**src/rtl/core/sha1_pkg.sv**
```systemverilog
// ============================================================================
// SHA-1 message hash package
// Shared types, constants and control bundles for the SHA-1 hash core.
// ============================================================================
`default_nettype none

package sha1_pkg;

    // Block geometry: sixteen 32-bit words per 64-byte block.
    localparam int BLOCK_WORDS = 16;
    localparam int WIDX_W      = $clog2(BLOCK_WORDS);
    localparam int ROUNDS      = 80;
    localparam int ROUND_W     = $clog2(ROUNDS);
    localparam int BYTE_CNT_W  = 61;

    // Word positions of the appended bit length.
    localparam logic [WIDX_W-1:0] LEN_HI_IDX = 4'd14;
    localparam logic [WIDX_W-1:0] LEN_LO_IDX = 4'd15;
    localparam logic [WIDX_W-1:0] LAST_IDX   = 4'd15;

    // Last round of the compression.
    localparam logic [ROUND_W-1:0] LAST_ROUND = 7'd79;

    // Digest word numbering.
    localparam logic [2:0] DIGEST_LAST = 3'd4;

    // Initial chaining values.
    localparam logic [4:0][31:0] INIT_WORDS = {
        32'hC3D2E1F0, 32'h10325476, 32'h98BADCFE, 32'hEFCDAB89, 32'h67452301
    };

    // Round constants.
    localparam logic [31:0] K0 = 32'h5A827999;
    localparam logic [31:0] K1 = 32'h6ED9EBA1;
    localparam logic [31:0] K2 = 32'h8F1BBCDC;
    localparam logic [31:0] K3 = 32'hCA62C1D6;

    // Padding marker byte.
    localparam logic [7:0] PAD_BYTE = 8'h80;

    // Input word.
    typedef struct packed {
        logic [7:0] data_byte;
        logic       byte_present;
        logic       is_last;
    } msg_word_t;

    // Output word.
    typedef struct packed {
        logic [31:0] digest_word;
        logic [2:0]  word_index;
        logic        last_word;
    } digest_word_t;

    // Sequencer states.
    typedef enum logic [6:0] {
        ST_IDLE      = 7'b0000001,
        ST_PRIME     = 7'b0000010,
        ST_ROUND     = 7'b0000100,
        ST_ADD       = 7'b0001000,
        ST_PAD_FIRST = 7'b0010000,
        ST_PAD_FILL  = 7'b0100000,
        ST_EMIT      = 7'b1000000
    } state_t;

    // Control for the schedule memories.
    typedef struct packed {
        logic               load;
        logic [WIDX_W-1:0]  load_idx;
        logic [31:0]        load_word;
        logic               prime;
        logic               round;
        logic [ROUND_W-1:0] t;
    } sched_ctl_t;

    // Control for the round datapath.
    typedef struct packed {
        logic               init;
        logic               start;
        logic               round;
        logic               add;
        logic [ROUND_W-1:0] t;
    } round_ctl_t;

endpackage

`default_nettype wire

```
**src/rtl/core/sha1_ram.sv**
```systemverilog
// ============================================================================
// Generic synchronous RAM
// One write port and one read port with registered read data.
// ============================================================================
`default_nettype none

module sha1_ram #(
    parameter int WIDTH = 32,
    parameter int DEPTH = 16
) (
    input  wire logic                     clk,
    input  wire logic                     we,
    input  wire logic [$clog2(DEPTH)-1:0] waddr,
    input  wire logic [WIDTH-1:0]         wdata,
    input  wire logic [$clog2(DEPTH)-1:0] raddr,
    output logic      [WIDTH-1:0]         rdata
);

    logic [WIDTH-1:0] mem [DEPTH];

    // Write port and registered read port.
    always_ff @(posedge clk)
    begin
        if (we)
        begin
            mem[waddr] <= wdata;
        end
        rdata <= mem[raddr];
    end

endmodule

`default_nettype wire

```
**src/rtl/core/sha1_sched.sv**
```systemverilog
// ============================================================================
// SHA-1 message schedule
// Two 16-entry memories hold the block words w[j] and the pair sums
// w[j] ^ w[j-2]; a three-word window supplies w[t-3] for the expansion.
// ============================================================================
`default_nettype none

module sha1_sched (
    input  wire logic                clk,
    input  wire sha1_pkg::sched_ctl_t ctl,
    output logic [31:0]              w
);

    localparam int AW = sha1_pkg::WIDX_W;

    logic [31:0]            win_reg [3];
    logic [31:0]            win_next [3];
    logic [31:0]            rd_w;
    logic [31:0]            rd_p;
    logic [sha1_pkg::ROUND_W-1:0] tn;
    logic [AW-1:0]          raddr_w;
    logic [AW-1:0]          raddr_p;
    logic                   we;
    logic [AW-1:0]          waddr;
    logic [31:0]            wdata_w;
    logic [31:0]            wdata_p;
    logic                   expand;

    // Expanded word of the current round; the first sixteen come straight
    // from the block.
    assign expand = (ctl.t >= sha1_pkg::ROUND_W'(sha1_pkg::BLOCK_WORDS));
    always_comb
    begin
        logic [31:0] x;
        x = win_reg[2] ^ rd_w ^ rd_p;
        if (expand)
        begin
            w = {x[30:0], x[31]};
        end
        else
        begin
            w = rd_w;
        end
    end

    // Read addresses for the next round: w[t-8] and the pair sum at t-14.
    always_comb
    begin
        if (ctl.prime)
        begin
            tn = '0;
        end
        else
        begin
            tn = ctl.t + sha1_pkg::ROUND_W'(1);
        end
        if (tn < sha1_pkg::ROUND_W'(sha1_pkg::BLOCK_WORDS))
        begin
            raddr_w = tn[AW-1:0];
        end
        else
        begin
            raddr_w = tn[AW-1:0] + AW'(8);
        end
        raddr_p = tn[AW-1:0] + AW'(2);
    end

    // Write port: block words while loading, expanded words during rounds.
    always_comb
    begin
        we      = 1'b0;
        waddr   = ctl.load_idx;
        wdata_w = ctl.load_word;
        for (int i = 0; i < 3; i++)
        begin
            win_next[i] = win_reg[i];
        end
        if (ctl.load)
        begin
            we          = 1'b1;
            win_next[0] = ctl.load_word;
            win_next[1] = win_reg[0];
            win_next[2] = win_reg[1];
        end
        else if (ctl.round)
        begin
            we          = expand;
            waddr       = ctl.t[AW-1:0];
            wdata_w     = w;
            win_next[0] = w;
            win_next[1] = win_reg[0];
            win_next[2] = win_reg[1];
        end
        wdata_p = wdata_w ^ win_reg[1];
    end

    // Window of the three most recent words.
    always_ff @(posedge clk)
    begin
        for (int i = 0; i < 3; i++)
        begin
            win_reg[i] <= win_next[i];
        end
    end

    sha1_ram #(
        .WIDTH (32),
        .DEPTH (sha1_pkg::BLOCK_WORDS)
    ) u_word_ram (
        .clk   (clk),
        .we    (we),
        .waddr (waddr),
        .wdata (wdata_w),
        .raddr (raddr_w),
        .rdata (rd_w)
    );

    sha1_ram #(
        .WIDTH (32),
        .DEPTH (sha1_pkg::BLOCK_WORDS)
    ) u_pair_ram (
        .clk   (clk),
        .we    (we),
        .waddr (waddr),
        .wdata (wdata_p),
        .raddr (raddr_p),
        .rdata (rd_p)
    );

endmodule

`default_nettype wire

```
**src/rtl/core/sha1_round.sv**
```systemverilog
// ============================================================================
// SHA-1 round datapath
// Holds the chaining words and the five round variables and performs one
// round per cycle.
// ============================================================================
`default_nettype none

module sha1_round (
    input  wire logic                clk,
    input  wire logic                rst_n,
    input  wire sha1_pkg::round_ctl_t ctl,
    input  wire logic [31:0]         w,
    output logic [4:0][31:0]         chain
);

    logic [4:0][31:0] chain_reg;
    logic [4:0][31:0] chain_next;
    logic [4:0][31:0] var_reg;
    logic [4:0][31:0] var_next;
    logic [31:0]      f;
    logic [31:0]      k;
    logic [31:0]      tmp;

    assign chain = chain_reg;

    // Round function and constant by round group.
    always_comb
    begin
        logic [31:0] b;
        logic [31:0] c;
        logic [31:0] d;
        b = var_reg[1];
        c = var_reg[2];
        d = var_reg[3];
        priority if (ctl.t < 7'd20)
        begin
            f = (b & c) | (~b & d);
            k = sha1_pkg::K0;
        end
        else if (ctl.t < 7'd40)
        begin
            f = b ^ c ^ d;
            k = sha1_pkg::K1;
        end
        else if (ctl.t < 7'd60)
        begin
            f = (b & c) | (b & d) | (c & d);
            k = sha1_pkg::K2;
        end
        else
        begin
            f = b ^ c ^ d;
            k = sha1_pkg::K3;
        end
        tmp = {var_reg[0][26:0], var_reg[0][31:27]} + f + var_reg[4] + k + w;
    end

    // Next values of the round variables and the chaining words.
    always_comb
    begin
        var_next   = var_reg;
        chain_next = chain_reg;
        if (ctl.start)
        begin
            var_next = chain_reg;
        end
        else if (ctl.round)
        begin
            var_next[4] = var_reg[3];
            var_next[3] = var_reg[2];
            var_next[2] = {var_reg[1][1:0], var_reg[1][31:2]};
            var_next[1] = var_reg[0];
            var_next[0] = tmp;
        end
        if (ctl.init)
        begin
            chain_next = sha1_pkg::INIT_WORDS;
        end
        else if (ctl.add)
        begin
            for (int i = 0; i < 5; i++)
            begin
                chain_next[i] = chain_reg[i] + var_reg[i];
            end
        end
    end

    // Chaining words start from the initial values.
    always_ff @(posedge clk or negedge rst_n)
    begin
        if (!rst_n)
        begin
            chain_reg <= sha1_pkg::INIT_WORDS;
        end
        else
        begin
            chain_reg <= chain_next;
        end
    end

    // Working variables need no reset.
    always_ff @(posedge clk)
    begin
        var_reg <= var_next;
    end

endmodule

`default_nettype wire

```
**src/rtl/core/sha1_message_hash_core.sv**
```systemverilog
// ============================================================================
// SHA-1 message hash core
// Takes a message one byte per word, pads it and returns the five digest
// words after the word marked last.
// ============================================================================
// A byte is taken while the core is idle; a full block then stalls the input through
// the prime state (the memory read-ahead), the rounds and the add. The last word adds
// the padding loads and the rounds for each of the one or two blocks left, then five
// digest words follow, one per cycle while digest_stall is low. Reset loads the initial
// chaining values and clears the length; the schedule memories are not cleared.
`default_nettype none

module sha1_message_hash_core (
    input  wire logic                   clk,
    input  wire logic                   rst_n,
    input  wire logic                   msg_valid,
    output logic                        msg_stall,
    input  wire sha1_pkg::msg_word_t    msg,
    output logic                        digest_valid,
    input  wire logic                   digest_stall,
    output sha1_pkg::digest_word_t      digest
);

    localparam int AW = sha1_pkg::WIDX_W;

    sha1_pkg::state_t                 state_reg;
    sha1_pkg::state_t                 state_next;
    logic [sha1_pkg::BYTE_CNT_W-1:0]  byte_cnt_reg;
    logic [sha1_pkg::BYTE_CNT_W-1:0]  byte_cnt_next;
    logic [31:0]                      word_reg;
    logic [31:0]                      word_next;
    logic [sha1_pkg::ROUND_W-1:0]     t_reg;
    logic [sha1_pkg::ROUND_W-1:0]     t_next;
    logic [AW-1:0]                    idx_reg;
    logic [AW-1:0]                    idx_next;
    logic [2:0]                       emit_reg;
    logic [2:0]                       emit_next;
    logic                             pad_pending_reg;
    logic                             pad_pending_next;
    logic                             pad_active_reg;
    logic                             pad_active_next;
    logic                             len_in_reg;
    logic                             len_in_next;

    sha1_pkg::sched_ctl_t             sched_ctl;
    sha1_pkg::round_ctl_t             round_ctl;
    logic [31:0]                      w;
    logic [4:0][31:0]                 chain;
    logic                             msg_take;
    logic                             digest_take;
    logic [5:0]                       pos;
    logic [63:0]                      bit_len;
    logic [31:0]                      pad_word;
    logic [31:0]                      fill_word;

    assign msg_stall    = (state_reg != sha1_pkg::ST_IDLE);
    assign msg_take     = msg_valid && !msg_stall;
    assign digest_valid = (state_reg == sha1_pkg::ST_EMIT);
    assign digest_take  = digest_valid && !digest_stall;

    assign pos     = byte_cnt_reg[5:0];
    assign bit_len = {byte_cnt_reg, 3'b000};

    // Digest output straight from the chaining words.
    assign digest.digest_word = chain[emit_reg];
    assign digest.word_index  = emit_reg;
    assign digest.last_word   = (emit_reg == sha1_pkg::DIGEST_LAST);

    // Word holding the 0x80 marker after the bytes of a partial word.
    always_comb
    begin
        unique case (pos[1:0])
            2'd0:    pad_word = {sha1_pkg::PAD_BYTE, 24'h0};
            2'd1:    pad_word = {word_reg[7:0], sha1_pkg::PAD_BYTE, 16'h0};
            2'd2:    pad_word = {word_reg[15:0], sha1_pkg::PAD_BYTE, 8'h0};
            default: pad_word = {word_reg[23:0], sha1_pkg::PAD_BYTE};
        endcase
    end

    // Zero fill, or the bit length in the last two words.
    always_comb
    begin
        fill_word = '0;
        if (len_in_reg && idx_reg == sha1_pkg::LEN_HI_IDX)
        begin
            fill_word = bit_len[63:32];
        end
        else if (len_in_reg && idx_reg == sha1_pkg::LEN_LO_IDX)
        begin
            fill_word = bit_len[31:0];
        end
    end

    // Sequencer.
    always_comb
    begin
        state_next       = state_reg;
        byte_cnt_next    = byte_cnt_reg;
        word_next        = word_reg;
        t_next           = t_reg;
        idx_next         = idx_reg;
        emit_next        = emit_reg;
        pad_pending_next = pad_pending_reg;
        pad_active_next  = pad_active_reg;
        len_in_next      = len_in_reg;

        sched_ctl           = '0;
        sched_ctl.load_idx  = pos[5:2];
        sched_ctl.load_word = {word_reg[23:0], msg.data_byte};
        sched_ctl.t         = t_reg;
        round_ctl           = '0;
        round_ctl.t         = t_reg;

        unique case (state_reg)
            sha1_pkg::ST_IDLE:
            begin
                if (msg_take)
                begin
                    if (msg.byte_present)
                    begin
                        word_next      = {word_reg[23:0], msg.data_byte};
                        byte_cnt_next  = byte_cnt_reg + sha1_pkg::BYTE_CNT_W'(1);
                        sched_ctl.load = (pos[1:0] == 2'd3);
                        if (pos == 6'd63)
                        begin
                            pad_pending_next = msg.is_last;
                            state_next       = sha1_pkg::ST_PRIME;
                        end
                        else if (msg.is_last)
                        begin
                            state_next = sha1_pkg::ST_PAD_FIRST;
                        end
                    end
                    else if (msg.is_last)
                    begin
                        state_next = sha1_pkg::ST_PAD_FIRST;
                    end
                end
            end

            sha1_pkg::ST_PRIME:
            begin
                sched_ctl.prime = 1'b1;
                round_ctl.start = 1'b1;
                t_next          = '0;
                state_next      = sha1_pkg::ST_ROUND;
            end

            sha1_pkg::ST_ROUND:
            begin
                sched_ctl.round = 1'b1;
                round_ctl.round = 1'b1;
                t_next          = t_reg + sha1_pkg::ROUND_W'(1);
                if (t_reg == sha1_pkg::LAST_ROUND)
                begin
                    state_next = sha1_pkg::ST_ADD;
                end
            end

            sha1_pkg::ST_ADD:
            begin
                round_ctl.add = 1'b1;
                priority if (pad_pending_reg)
                begin
                    pad_pending_next = 1'b0;
                    state_next       = sha1_pkg::ST_PAD_FIRST;
                end
                else if (pad_active_reg && len_in_reg)
                begin
                    emit_next  = '0;
                    state_next = sha1_pkg::ST_EMIT;
                end
                else if (pad_active_reg)
                begin
                    len_in_next = 1'b1;
                    idx_next    = '0;
                    state_next  = sha1_pkg::ST_PAD_FILL;
                end
                else
                begin
                    state_next = sha1_pkg::ST_IDLE;
                end
            end

            sha1_pkg::ST_PAD_FIRST:
            begin
                sched_ctl.load      = 1'b1;
                sched_ctl.load_word = pad_word;
                pad_active_next     = 1'b1;
                len_in_next         = (pos[5:2] < sha1_pkg::LEN_HI_IDX);
                idx_next            = pos[5:2] + AW'(1);
                if (pos[5:2] == sha1_pkg::LAST_IDX)
                begin
                    state_next = sha1_pkg::ST_PRIME;
                end
                else
                begin
                    state_next = sha1_pkg::ST_PAD_FILL;
                end
            end

            sha1_pkg::ST_PAD_FILL:
            begin
                sched_ctl.load      = 1'b1;
                sched_ctl.load_idx  = idx_reg;
                sched_ctl.load_word = fill_word;
                idx_next            = idx_reg + AW'(1);
                if (idx_reg == sha1_pkg::LAST_IDX)
                begin
                    state_next = sha1_pkg::ST_PRIME;
                end
            end

            sha1_pkg::ST_EMIT:
            begin
                if (digest_take)
                begin
                    emit_next = emit_reg + 3'd1;
                    if (emit_reg == sha1_pkg::DIGEST_LAST)
                    begin
                        round_ctl.init  = 1'b1;
                        byte_cnt_next   = '0;
                        pad_active_next = 1'b0;
                        len_in_next     = 1'b0;
                        state_next      = sha1_pkg::ST_IDLE;
                    end
                end
            end

            default:
            begin
                state_next = sha1_pkg::ST_IDLE;
            end
        endcase
    end

    // Control state.
    always_ff @(posedge clk or negedge rst_n)
    begin
        if (!rst_n)
        begin
            state_reg       <= sha1_pkg::ST_IDLE;
            byte_cnt_reg    <= '0;
            t_reg           <= '0;
            idx_reg         <= '0;
            emit_reg        <= '0;
            pad_pending_reg <= 1'b0;
            pad_active_reg  <= 1'b0;
            len_in_reg      <= 1'b0;
        end
        else
        begin
            state_reg       <= state_next;
            byte_cnt_reg    <= byte_cnt_next;
            t_reg           <= t_next;
            idx_reg         <= idx_next;
            emit_reg        <= emit_next;
            pad_pending_reg <= pad_pending_next;
            pad_active_reg  <= pad_active_next;
            len_in_reg      <= len_in_next;
        end
    end

    // Byte assembly register.
    always_ff @(posedge clk)
    begin
        word_reg <= word_next;
    end

    sha1_sched u_sched (
        .clk (clk),
        .ctl (sched_ctl),
        .w   (w)
    );

    sha1_round u_round (
        .clk   (clk),
        .rst_n (rst_n),
        .ctl   (round_ctl),
        .w     (w),
        .chain (chain)
    );

endmodule

`default_nettype wire

```
**config.mk**
```make
export PLATFORM = sky130hd
export DESIGN_NAME = sha1_message_hash_core
export DESIGN_NICKNAME = d
export VERILOG_FILES = /design/src/rtl/core/sha1_pkg.sv /design/src/rtl/core/sha1_ram.sv /design/src/rtl/core/sha1_sched.sv /design/src/rtl/core/sha1_round.sv /design/src/rtl/core/sha1_message_hash_core.sv
export SDC_FILE = /design/constraint.sdc
export NUM_CORES = 2
export LEC_CHECK = 0
export ABC_AREA = 0
export BUFFER_PORTS_ARGS = -buffer_cell sky130_fd_sc_hd__buf_2
export CAP_MARGIN = 15
export CORE_AREA = 8 8 386 388
export CTS_BUF_LIST = sky130_fd_sc_hd__clkbuf_16
export CTS_CLUSTER_DIAMETER = 50
export DETAILED_ROUTE_END_ITERATION = 8
export DIE_AREA = 0 0 394 396
export PLACE_DENSITY_LB_ADDON = 0.2
export SLEW_MARGIN = 20
export SYNTH_ARGS = -nofsm -noshare
export SYNTH_HDL_FRONTEND = slang
export SYNTH_SLANG_ARGS = --single-unit
```
**constraint.sdc**
```tcl
create_clock -name clk -period 5.1 [get_ports clk]
set_input_delay 0.51 -clock clk [delete_from_list [all_inputs] [get_ports clk]]
set_output_delay 0.51 -clock clk [all_outputs]
set_load 0.01 [all_outputs]
```
==> impl_results.md <==
* Diode insertion count for antenna repair at 0
* Detailed-route wire length per cell at 26.08 um
* XOR/XNOR Fraction of Synth Area at 3.324%
* Count of warnings emitted by yosys at 0
* Clock insertion delay at the later pin of the skew report at 0.84 ns
* Main combinational cell family by area after synthesis: compound AO/OA/AOI/OAI gates
* Worst hold slack at 0.1793 ns
* Vias in the first global route at 53060
* Area leader, netlist: sky130_fd_sc_hd__edfxtp_1
* Violated checks: DRC, setup timing
* Ratio of final minimum period to clock period at 101.8%
* Cell-internal power at 27.04 mW
* Mapped Cells at 6405
* H-tree depth at 4
* Overall routed net length at 227.3 mm
* Cells taking the most area after synthesis: sky130_fd_sc_hd__edfxtp_1 (50%), sky130_fd_sc_hd__nand2_1 (5.3%), sky130_fd_sc_hd__dfrtp_1 (5.3%)
* Fraction of synthesized cell area taken by the top area cell type at 50.20%
* Placed wire-length estimate after detailed placement at 144.2 mm
* Simple-gate area share of the yosys netlist at 10.89%
* Worst clock skew at 0.04523 ns
* Floorplan die area at 0.1560 mm^2
* Maximum fanout count along the critical path at 8
* CP peak stage delay at 0.51 ns
* Class of the worst hold path: primary input to flip-flop
* Buffers from clock root to sink, at most at 3
* Share of flip-flops with an asynchronous set or reset at 15.19%
* TritonCTS clock tree: built
* Fraction of power consumed by combinational cells at 23.7%
* Adder and majority cell fraction of the synthesized area at 6.872%
* Number of routed nets with antenna violations at 0
* Largest registers: u_sched.u_pair_ram.mem: 512 flops, u_sched.u_word_ram.mem: 512 flops
* Final worst path period need at 5.192 ns
* Max Slew Vio Count at 0
* Number of search-and-repair iterations in the first detailed-routing pass at 9
* Clock sink count at 1613
* Top Ports at 52
* Vias at 54910
* Final worst-path setup slack at -0.09193 ns
* Number of remaining DRC errors at 5
* Leading cell type in the layout, fill and taps excluded: sky130_fd_sc_hd__edfxtp_1
* Share of power burned in the clock network at 32.0%
* Share of post-route cells with drive strength above 1 at 14.59%
* Leading cell types in the layout, fill and taps excluded: sky130_fd_sc_hd__edfxtp_1 (1304), sky130_fd_sc_hd__nand2_1 (1087), sky130_fd_sc_hd__nor2_1 (319)
* PortBufs at 51
* Row cnt at 139
* Sequential share of the synthesized area at 59.83%
* Status: complete, but fails checks
* Sw Share at 31.42%
* Ratio of total power to cell area at 442.0 mW/mm^2
* Ordered cell list for the critical path: and3_4 -> nor3_4 -> clkinv_2 -> buf_12 -> nor2_4 -> a211oi_2 -> fa_1 -> inv_1 -> fa_1 -> inv_1 -> fa_1 -> ha_2 -> inv_2 -> fa_2 -> nor2b_1 -> o21a_1 -> o21ai_2 -> a211o_1 -> a21oi_4 -> o21ai_4 -> o211ai_1 -> a31oi_1 -> xnor2_1 -> o21ai_1
* Reported net switching power at 12.39 mW
* CTS Buf Count at 183
* Final-layout setup total negative slack at -0.4004 ns
* Worst setup EP type: flip-flop
* Max capacitance violation total at 0
* Synth Area in Compound Gates at 12.38%
* DR iter-0 viols at 6329
* Number of antenna violations at the first check in global routing at 2
* RSZ-0062 raised after global routing: yes
* Headroom to the max-slew limit at 20.18%
* Final setup violation count at 8
* Weighted congestion reported at the end of routability-driven placement at 0.9401
* Critical path start-end classification: flip-flop to flip-flop
* Clock slew at reported path FFs at 0.06 ns
* Count of flip-flops with a built-in enable after synthesis at 1304
* Largest net degree at the start of global routing at 193
* Number of flip-flops and latches in the synthesized netlist at 1613
* Area added between synthesis and finish at 14.39%
* Net count of the mapped netlist at 6773
* Slowest-stage cell, CP: sky130_fd_sc_hd__fa_1
* Transition time at the pin with the least slew margin at 1.197 ns
* Maximum clock rate at 0.1926 GHz
* Effective utilization at floorplan at 54.63%
* Number of failing hold endpoints at the final stage at 0
* Flip-flop cell with the highest count after synthesis: sky130_fd_sc_hd__edfxtp_1
* First-pass GRT wire length at 339.1 mm
* Average via count per standard cell at 6.299
* Leakage at 33.01 nW
* Standard cell core area at 0.1428 mm^2
* Die H at 396 um
* Data required time of the worst path at 5.64 ns
* Crit path launch type: flip-flop
* Part of the total power dissipated in sequential elements at 44.3%
* Data arrival at the endpoint of the critical path at 5.74 ns
* Total grt overflow at 0
* Synthesized cell area at 0.07800 mm^2
* Die Width at 394 um
* Multiplexer fraction of the synthesized cell area at 4.079%
* Synth cell types at 98
* Worst-case vdd ir drop at 0.0004372 V
* Most frequent cell on the critical path: sky130_fd_sc_hd__fa_1
* Global-route total usage across every layer at 28.37%
* Net count of the finished layout at 7021
* Per-instance average area after synthesis at 12.18 um^2
* CTS Root Cell: sky130_fd_sc_hd__clkbuf_16
worst paths after layout:
path	startpoint	end	slack, ns	cells after the start
min	msg_valid	pad_pending_reg	0.18	4
max	t_reg[4]	u_round.var_reg[31]	-0.09	24
max reg2reg	t_reg[4]	u_round.var_reg[31]	-0.09	24
min in group asynchronous	rst_n	u_round.chain[73]	0.36	2
max in group asynchronous	rst_n	emit_reg[0]	3.57	3
min reg2reg	u_sched.win_reg[0][10]	u_sched.win_reg[0][42]	0.42	0
metal layers:
metal  global-route usage (%)  wire length, um  vias to the layer above
met3                    5.872            22140                      396
met4                    8.951             7107                        0
li1                         -                -                    24210
met2                    43.60           103000                     2689
met5                        0                0                        -
met1                    40.81            95040                    27620
worst max-delay path, delay by kind of cell, from the launching register on:
family                     cells  cell delay, ns
adders and majority gates      5            2.01
xor gates and xnor gates       1            0.16
DFF                            1            0.43
AOI/OAI and AO/OA              9            1.31
and+or+nand+nor                4            0.57
buffers and inverters          5            0.41
final cells by class:
type	instances	area, um^2
multi-input combinational	4274	29960
tap	1903	2381
inverter	181	690.7
sequential	1613	46680
clock buffer	185	4629
clock inverter	160	1204
fill	10830	53570
timing repair buffer	400	3684
cells in the mapped netlist (all sizes together) (128+ instances only):
| library cell | number |
|---|---|
| inv | 180 |
| a21oi | 313 |
| nand2 | 1097 |
| edfxtp | 1304 |
| dfrtp | 164 |
| a31oi | 159 |
| o21ai | 382 |
| nor2 | 345 |
| xnor2 | 128 |
| ha | 230 |
| xor2 | 168 |
| clkbuf | 253 |
cells by family (layout without fill, tap and decap cells):
logic type,after synthesis,count (layout)
muxes,199,199
AOI/OAI and AO/OA,1490,1490
xor gates and xnor gates,296,296
and+or+nand+nor,1935,1935
buffers and inverters,518,926
adders and majority gates,354,354
DFF,1613,1613
per-stage QoR:
stage / power, mW / cell area, um^2 / util, % / setup slack [ns] / cells
detailed placement: 26.74 / 82760 / 57.96 / -0.2758 / 8347
finish: 39.44 / 89220 / 62.49 / -0.09193 / 8716
CTS: 39.29 / 88860 / 62.23 / -0.06972 / 8711
global placement: 26.52 / 82720 / 57.93 / -0.2079 / 8346
global route: 40.90 / 89220 / 62.49 / -0.3025 / 8716
floorplan: 23.08 / 78060 / - / -0.4138 / 6405
power by group through the flow:
stage	clock network (mW)	logic, mW	registers (mW)
after floorplan	0	5.63	17.5
after global placement	0	8.84	17.7
after detailed placement	0	9.02	17.7
after CTS	12.7	9.11	17.5
after global routing	13.3	10.1	17.6
final	12.6	9.33	17.5
timing repair:
item / CTS / global route
endpoints found under the setup margin: 13 / 19
hold buffers: 12 / 0
cloned: 0 / 0
endpoints found under the hold margin: 53 / 0
setup buffers: 7 / 5
pin swaps: 22 / 21
resized for setup: 27 / 53
No activity file was read; power rests on OpenSTA's default activity.
